File: config.mk
export PLATFORM = sky130hd
export DESIGN_NAME = power_window_lift_controller_core
export DESIGN_NICKNAME = d
export VERILOG_FILES = /design/src/rtl/pwlc_pkg.sv /design/src/rtl/pwlc_fsm.sv /design/src/rtl/power_window_lift_controller_core.sv
export SDC_FILE = /design/constraint.sdc
export NUM_CORES = 1
export LEC_CHECK = 0
export ABC_AREA = 1
export BUFFER_PORTS_ARGS = -buffer_cell sky130_fd_sc_hd__buf_2
export CAP_MARGIN = 20
export CORE_UTILIZATION = 45
export DETAILED_ROUTE_END_ITERATION = 16
export PLACE_DENSITY = 0.59
export SETUP_SLACK_MARGIN = 0.1
export SYNTH_ARGS = -nofsm -noshare
export SYNTH_HDL_FRONTEND = slang
export SYNTH_HIERARCHICAL = 1
export SYNTH_SLANG_ARGS = --single-unit
File: constraint.sdc
create_clock -name clk -period 2.3 [get_ports clk]
set_input_delay 0.345 -clock clk [delete_from_list [all_inputs] [get_ports clk]]
set_output_delay 0.345 -clock clk [all_outputs]
set_load 0.005 [all_outputs]
File: src/rtl/pwlc_pkg.sv
// ----------------------------------------------------------------------------
// pwlc_pkg
// Shared types and constants for the power window lift controller.
// ----------------------------------------------------------------------------
package pwlc_pkg;

  localparam int unsigned CFG_W   = 16;
  localparam int unsigned CFG_IDX_W = 2;

  typedef enum logic [2:0] {
    MODE_IDLE  = 3'd0,
    MODE_MUP   = 3'd1,
    MODE_MDOWN = 3'd2,
    MODE_AUP   = 3'd3,
    MODE_ADOWN = 3'd4,
    MODE_REV   = 3'd5
  } mode_t;

  typedef enum logic [1:0] {
    CMD_STOP = 2'd0,
    CMD_UP   = 2'd1,
    CMD_DOWN = 2'd2
  } cmd_t;

  typedef enum logic [CFG_IDX_W-1:0] {
    CFG_AUTO_MIN  = 2'd0,
    CFG_AUTO_MAX  = 2'd1,
    CFG_REV_TICKS = 2'd2
  } cfg_idx_t;

  localparam logic [CFG_W-1:0] AUTO_MIN_RST  = 16'd10000;
  localparam logic [CFG_W-1:0] AUTO_MAX_RST  = 16'd20000;
  localparam logic [CFG_W-1:0] REV_TICKS_RST = 16'd500;

  typedef struct packed {
    logic driver_up;
    logic driver_down;
    logic passenger_up;
    logic passenger_down;
    logic lock_on;
    logic obstacle;
    logic top_limit;
    logic bottom_limit;
  } sample_t;

  typedef struct packed {
    logic [CFG_W-1:0] auto_min_count;
    logic [CFG_W-1:0] auto_max_count;
    logic [CFG_W-1:0] reverse_ticks;
  } cfg_t;

endpackage

File: src/rtl/pwlc_fsm.sv
// ----------------------------------------------------------------------------
// pwlc_fsm
// Mode state machine with press counter and reversal timer; state advances
// once per sample when advance is high.
// ----------------------------------------------------------------------------
module pwlc_fsm #(
  parameter int unsigned COUNT_WIDTH = 16
) (
  input  logic             clk,
  input  logic             rst_n,
  input  logic             advance,
  input  pwlc_pkg::sample_t sample,
  input  pwlc_pkg::cfg_t    cfg,
  output pwlc_pkg::cmd_t    cmd,
  output pwlc_pkg::mode_t   mode_nxt
);
  import pwlc_pkg::*;

  localparam int unsigned CMP_W = (COUNT_WIDTH > CFG_W) ? COUNT_WIDTH : CFG_W;
  localparam logic [COUNT_WIDTH-1:0] CNT_MAX = {COUNT_WIDTH{1'b1}};
  localparam logic [COUNT_WIDTH-1:0] CNT_ONE = {{(COUNT_WIDTH-1){1'b0}}, 1'b1};

  mode_t                  mode_r;
  logic [COUNT_WIDTH-1:0] press_r, press_nxt;
  logic [CFG_W-1:0]       rev_r, rev_nxt;

  logic             req_up, req_dn;
  logic             auto_ok;
  logic [CMP_W-1:0] press_ext, min_ext, max_ext;
  logic [CFG_W-1:0] rev_load, rev_dec;
  logic [COUNT_WIDTH-1:0] press_inc;

  assign req_up    = sample.driver_up | (~sample.lock_on & sample.passenger_up);
  assign req_dn    = sample.driver_down | (~sample.lock_on & sample.passenger_down);
  assign press_ext = CMP_W'(press_r);
  assign min_ext   = CMP_W'(cfg.auto_min_count);
  assign max_ext   = CMP_W'(cfg.auto_max_count);
  assign auto_ok   = (press_ext > min_ext) && (press_ext < max_ext);
  assign rev_load  = (cfg.reverse_ticks == '0) ? CFG_W'(1) : cfg.reverse_ticks;
  assign rev_dec   = rev_r - CFG_W'(1);
  assign press_inc = (press_r != CNT_MAX) ? press_r + CNT_ONE : press_r;

  always_ff @(posedge clk) begin
    if (!rst_n) begin
      mode_r  <= MODE_IDLE;
      press_r <= '0;
      rev_r   <= '0;
    end else if (advance) begin
      mode_r  <= mode_nxt;
      press_r <= press_nxt;
      rev_r   <= rev_nxt;
    end
  end

  always_comb begin
    mode_nxt  = mode_r;
    press_nxt = press_r;
    rev_nxt   = rev_r;
    cmd       = CMD_STOP;
    unique case (mode_r)
      MODE_REV: begin
        rev_nxt = rev_dec;
        if (rev_dec == '0) begin
          mode_nxt = MODE_IDLE;
        end else begin
          cmd = CMD_DOWN;
        end
      end
      MODE_MUP: begin
        if (sample.obstacle) begin
          mode_nxt  = MODE_REV;
          press_nxt = '0;
          rev_nxt   = rev_load;
          cmd       = CMD_DOWN;
        end else if (req_up) begin
          press_nxt = press_inc;
          cmd       = sample.top_limit ? CMD_STOP : CMD_UP;
        end else begin
          press_nxt = '0;
          if (auto_ok && !sample.top_limit) begin
            mode_nxt = MODE_AUP;
            cmd      = CMD_UP;
          end else begin
            mode_nxt = MODE_IDLE;
          end
        end
      end
      MODE_MDOWN: begin
        if (req_dn) begin
          press_nxt = press_inc;
          cmd       = sample.bottom_limit ? CMD_STOP : CMD_DOWN;
        end else begin
          press_nxt = '0;
          if (auto_ok && !sample.bottom_limit) begin
            mode_nxt = MODE_ADOWN;
            cmd      = CMD_DOWN;
          end else begin
            mode_nxt = MODE_IDLE;
          end
        end
      end
      MODE_AUP: begin
        if (sample.obstacle) begin
          mode_nxt  = MODE_REV;
          press_nxt = '0;
          rev_nxt   = rev_load;
          cmd       = CMD_DOWN;
        end else if (sample.top_limit || sample.driver_down || sample.passenger_down) begin
          mode_nxt = MODE_IDLE;
        end else begin
          cmd = CMD_UP;
        end
      end
      MODE_ADOWN: begin
        if (sample.bottom_limit || sample.driver_up || sample.passenger_up) begin
          mode_nxt = MODE_IDLE;
        end else begin
          cmd = CMD_DOWN;
        end
      end
      default: begin
        mode_nxt = MODE_IDLE;
        if (req_dn) begin
          mode_nxt  = MODE_MDOWN;
          press_nxt = CNT_ONE;
          cmd       = sample.bottom_limit ? CMD_STOP : CMD_DOWN;
        end else if (req_up) begin
          if (sample.obstacle) begin
            mode_nxt  = MODE_REV;
            press_nxt = '0;
            rev_nxt   = rev_load;
            cmd       = CMD_DOWN;
          end else begin
            mode_nxt  = MODE_MUP;
            press_nxt = CNT_ONE;
            cmd       = sample.top_limit ? CMD_STOP : CMD_UP;
          end
        end
      end
    endcase
  end

endmodule

File: src/rtl/power_window_lift_controller_core.sv
// ----------------------------------------------------------------------------
// power_window_lift_controller_core
// Window lift controller: switch samples in, motor command and mode out.
//
//   channel  ports                              handshake
//   in       in_driver_up .. in_bottom_limit    in_valid / in_ready
//   out      out_motor_cmd, out_mode_now        out_valid / out_ready
//   cfg      cfg_index, cfg_wdata               cfg_we, no wait
//
// one word per cycle sustained; an accepted word sits in the input register
// and the state machine step loads the result register once the output is
// free, i.e. the result register is empty or out_ready is high. state
// updates only when a word moves from the input register to the result
// register. a stalled output holds the result register, and in_ready drops
// once the input register is also full. synchronous active-low reset.
// ----------------------------------------------------------------------------
module power_window_lift_controller_core #(
  parameter int unsigned COUNT_WIDTH = 16
) (
  input  logic                           clk,
  input  logic                           rst_n,
  input  logic                           in_valid,
  output logic                           in_ready,
  input  logic                           in_driver_up,
  input  logic                           in_driver_down,
  input  logic                           in_passenger_up,
  input  logic                           in_passenger_down,
  input  logic                           in_lock_on,
  input  logic                           in_obstacle,
  input  logic                           in_top_limit,
  input  logic                           in_bottom_limit,
  output logic                           out_valid,
  input  logic                           out_ready,
  output logic [1:0]                     out_motor_cmd,
  output logic [2:0]                     out_mode_now,
  input  logic                           cfg_we,
  input  logic [pwlc_pkg::CFG_IDX_W-1:0] cfg_index,
  input  logic [pwlc_pkg::CFG_W-1:0]     cfg_wdata
);
  import pwlc_pkg::*;

  cfg_t    cfg_r;
  sample_t smp_r;
  logic    smp_valid_r;
  logic    out_valid_r;
  cmd_t    cmd_r;
  mode_t   mode_out_r;

  cmd_t    cmd;
  mode_t   mode_nxt;
  logic    out_free, advance;

  assign out_free = !out_valid_r || out_ready;
  assign advance  = smp_valid_r && out_free;
  assign in_ready = !smp_valid_r || out_free;

  always_ff @(posedge clk) begin
    if (!rst_n) begin
      cfg_r.auto_min_count <= AUTO_MIN_RST;
      cfg_r.auto_max_count <= AUTO_MAX_RST;
      cfg_r.reverse_ticks  <= REV_TICKS_RST;
    end else if (cfg_we) begin
      unique case (cfg_index)
        CFG_AUTO_MIN:  cfg_r.auto_min_count <= cfg_wdata;
        CFG_AUTO_MAX:  cfg_r.auto_max_count <= cfg_wdata;
        CFG_REV_TICKS: cfg_r.reverse_ticks  <= cfg_wdata;
        default: ;
      endcase
    end
  end

  always_ff @(posedge clk) begin
    if (!rst_n) begin
      smp_valid_r <= 1'b0;
      out_valid_r <= 1'b0;
    end else begin
      if (in_ready) begin
        smp_valid_r <= in_valid;
      end
      if (out_free) begin
        out_valid_r <= smp_valid_r;
      end
    end
  end

  always_ff @(posedge clk) begin
    if (in_valid && in_ready) begin
      smp_r.driver_up      <= in_driver_up;
      smp_r.driver_down    <= in_driver_down;
      smp_r.passenger_up   <= in_passenger_up;
      smp_r.passenger_down <= in_passenger_down;
      smp_r.lock_on        <= in_lock_on;
      smp_r.obstacle       <= in_obstacle;
      smp_r.top_limit      <= in_top_limit;
      smp_r.bottom_limit   <= in_bottom_limit;
    end
    if (advance) begin
      cmd_r      <= cmd;
      mode_out_r <= mode_nxt;
    end
  end

  pwlc_fsm #(
    .COUNT_WIDTH (COUNT_WIDTH)
  ) u_fsm (
    .clk      (clk),
    .rst_n    (rst_n),
    .advance  (advance),
    .sample   (smp_r),
    .cfg      (cfg_r),
    .cmd      (cmd),
    .mode_nxt (mode_nxt)
  );

  assign out_valid     = out_valid_r;
  assign out_motor_cmd = cmd_r;
  assign out_mode_now  = mode_out_r;

endmodule
==> run metrics <==
Nets 929; via count 5227; ys async rst share 0%; hold path start in_passenger_down; PostCTS Resize Cnt 0; clock tree buffer depth 2; Synth Instances 831; Routed WL 14100 um; total die area 0.0131 mm2; Cell Area, Synth 0.00571 mm2; DR top layer met4; WL met2 6740 um; DRT Pass-1 Iters 7; Port Buf Inserts 37; Hold Buf Count CTS 0; CTS tree yes; EDFF count, synth 13; CTS H-Tree Depth 3; Die W 115 um; Rel. slew slack 60.3%; Core Area 0.0122 mm2; post-synth top area share 29.8%; Starting Density 46.9%; RePlAce Congestion 0.878; Leak 3.08 nW; Critical Path Source Type flip-flop; TNS Setup 0 ps; met3 routed WL 533 um; Slew @ Worst Pin 595 ps; ratio of final minimum period to clock period 88.5%; largest net degree at the start of global routing 36; io pins 38; Inst Count DP 1021; fin cells 1037; status finished clean; skew final 10.6 ps; CP max FO 4; first-pass GRT wire length 23700 um; Overflow after GRT 0; unrepaired setup endpoints after global routing false; register area 0.00209 mm2; multi-input logic area 0.00305 mm2; count of final setup violators 0; crit path launch cfg_r[31]$_SDFFE_PN0P_; Final Slew Violations 0; via/cell ratio 5.04; share of cells above drive strength 1 11.5%; Final HPWL DP 10700 um; Area contributors post-synth dfxtp_1, nand2_1, nor2_1; CTS Sinks 98; Avg Cell Area, Syn 6.87 um2; sequential area share after synthesis 36.7%; DIE HEIGHT 115 um; final hold viol count 0; Residual DRC 0; flops & latches, synth 98; synthesis-to-layout area growth 12.3%; crit path time final 2030 ps; synth unique cells 41; # Max-Cap Violations 0; yosys warns 6; placed cell area 0.00604 mm2; Post-synth top flop dfxtp_1; initial antenna violation count 0; VDD IR max 0.597 mV; TritonCTS Buffers 9; crit path DAT 2100 ps; Post-CTS Setup Repair Bufs 0; num rows 40; vias in the first global route 4952; post-synth top area cell dfxtp_1; WL/cell 13.6 um; Clock Latency Late Sink 350 ps; most frequent cell after synthesis nand2_1; FMAX 0.491 GHz; initial drt markers 339; fin area 0.00641 mm2; min-delay worst type input pin to flip-flop; fillcell total 1240; Metal-1 WL 6560 um; Antenna Nets Post-Route 0; CP Capture Type flip-flop; Syn Nets 896; pwr/cell area 659 mW/mm2; Post-synth top cells nand2_1, nor2_1, inv_1, dfxtp_1, a21oi_1; GRT Total Usage 23.1%; clock-pin slew on the worst setup and hold paths 70 ps; n_diodes 0; clock root buffer clkbuf_16; Critical Path RT 2370 ps; worst r2r src cfg_r[31]$_SDFFE_PN0P_; CP Class flip-flop to flip-flop
-- power breakdown --
group	leakage (nW)	internal, W	total [W]	switching (W)
logic	2.09	0.000215	0.000616	0.000401
registers	0.819	0.00182	0.00188	0.0000602
clock network	0.167	0.00105	0.00173	0.000677
total	3.08	0.00308	0.00422	0.00114
-- layout by cell type (no fill, tap or decap), types with 2 or more instances in the layout --
cell / n
a21oi_1: 65
nand3b_1: 2
buf_2: 37
clkbuf_16: 10
or2_2: 2
ha_1: 33
nor2_2: 5
o21ai_0: 26
bufinv_16: 2
nand4_1: 13
nor3_2: 3
a221oi_2: 7
nor3_1: 8
nor2_1: 124
buf_4: 7
inv_2: 8
nand2_1: 200
inv_1: 117
nor4_1: 7
dfxtp_1: 84
xnor2_1: 5
nand2_2: 4
edfxtp_1: 13
nand3_1: 55
o21a_1: 5
nor2_4: 3
nand3_2: 2
a31oi_1: 3
-- worst paths after layout --
| kind | slack (ps) | endpoint | cells past startpoint |
|---|---|---|---|
| max | 270 | out_motor_cmd[0]$_DFFE_PP_ | 9 |
| min | 170 | smp_r[4]$_DFFE_PP_ | 1 |
| max reg2reg | 270 | out_motor_cmd[0]$_DFFE_PP_ | 9 |
| min reg2reg | 470 | cfg_r[41]$_SDFFE_PN1P_ | 2 |
-- state kept, by name, indices dropped and copies added (netlist names) --
register / cells
cfg_r: 48
out_mode_now: 3
out_motor_cmd: 2
out_valid: 1
smp_r: 8
smp_valid_r: 1
u_fsm/mode_r: 3
u_fsm/press_ext: 16
u_fsm/rev_r: 16
-- worst max-delay path, cell delays in order (launching register included) --
cell	delay, ps
dfxtp_1	340
inv_1	50
ha_1	290
nand2_1	90
nor4_1	340
nand2_1	100
nand3_1	210
nand2_1	120
nand3_1	80
o311ai_0	130
-- cells by family after synthesis --
kind of cell	Yosys count	synth area share [%]
adder cells (fa/ha/maj)	34	7.46
buffers and inverters	147	10.1
AND/OR/NAND/NOR	433	33.0
XOR/XNOR	5	0.768
flip-flops	98	36.7
AO/OA/AOI/OAI	114	12.0
-- final cells by class --
class	count	share of cell area, %
multi-input cells	586	47.6
flip-flops and latches	98	32.7
inverters	125	7.32
clock buffers	11	4.12
repair buffers	44	3.71
well taps	168	3.28
clock inverters	5	1.27
-- layer usage --
metal  vias to the layer above  GRT usage (%)
met4                         0           8.57
li1                       2734              -
met5                         -              0
met3                        16           3.81
met1                      2373           29.5
met2                       104           39.2
-- through the flow --
step | power [W] | hold WS, ps | util [%] | setup WS, ps
3_5_place_dp | 0.00252 | 457 | 49.7 | 248
5_1_grt | 0.00444 | 163 | 52.7 | 103
6_report | 0.00422 | 171 | 52.7 | 265
4_1_cts | 0.00425 | 160 | 52.5 | 232
2_1_floorplan | 0.00235 | 429 | - | 424
3_3_place_gp | 0.00252 | 446 | 49.7 | 328
(Power assumes the default switching activity.)
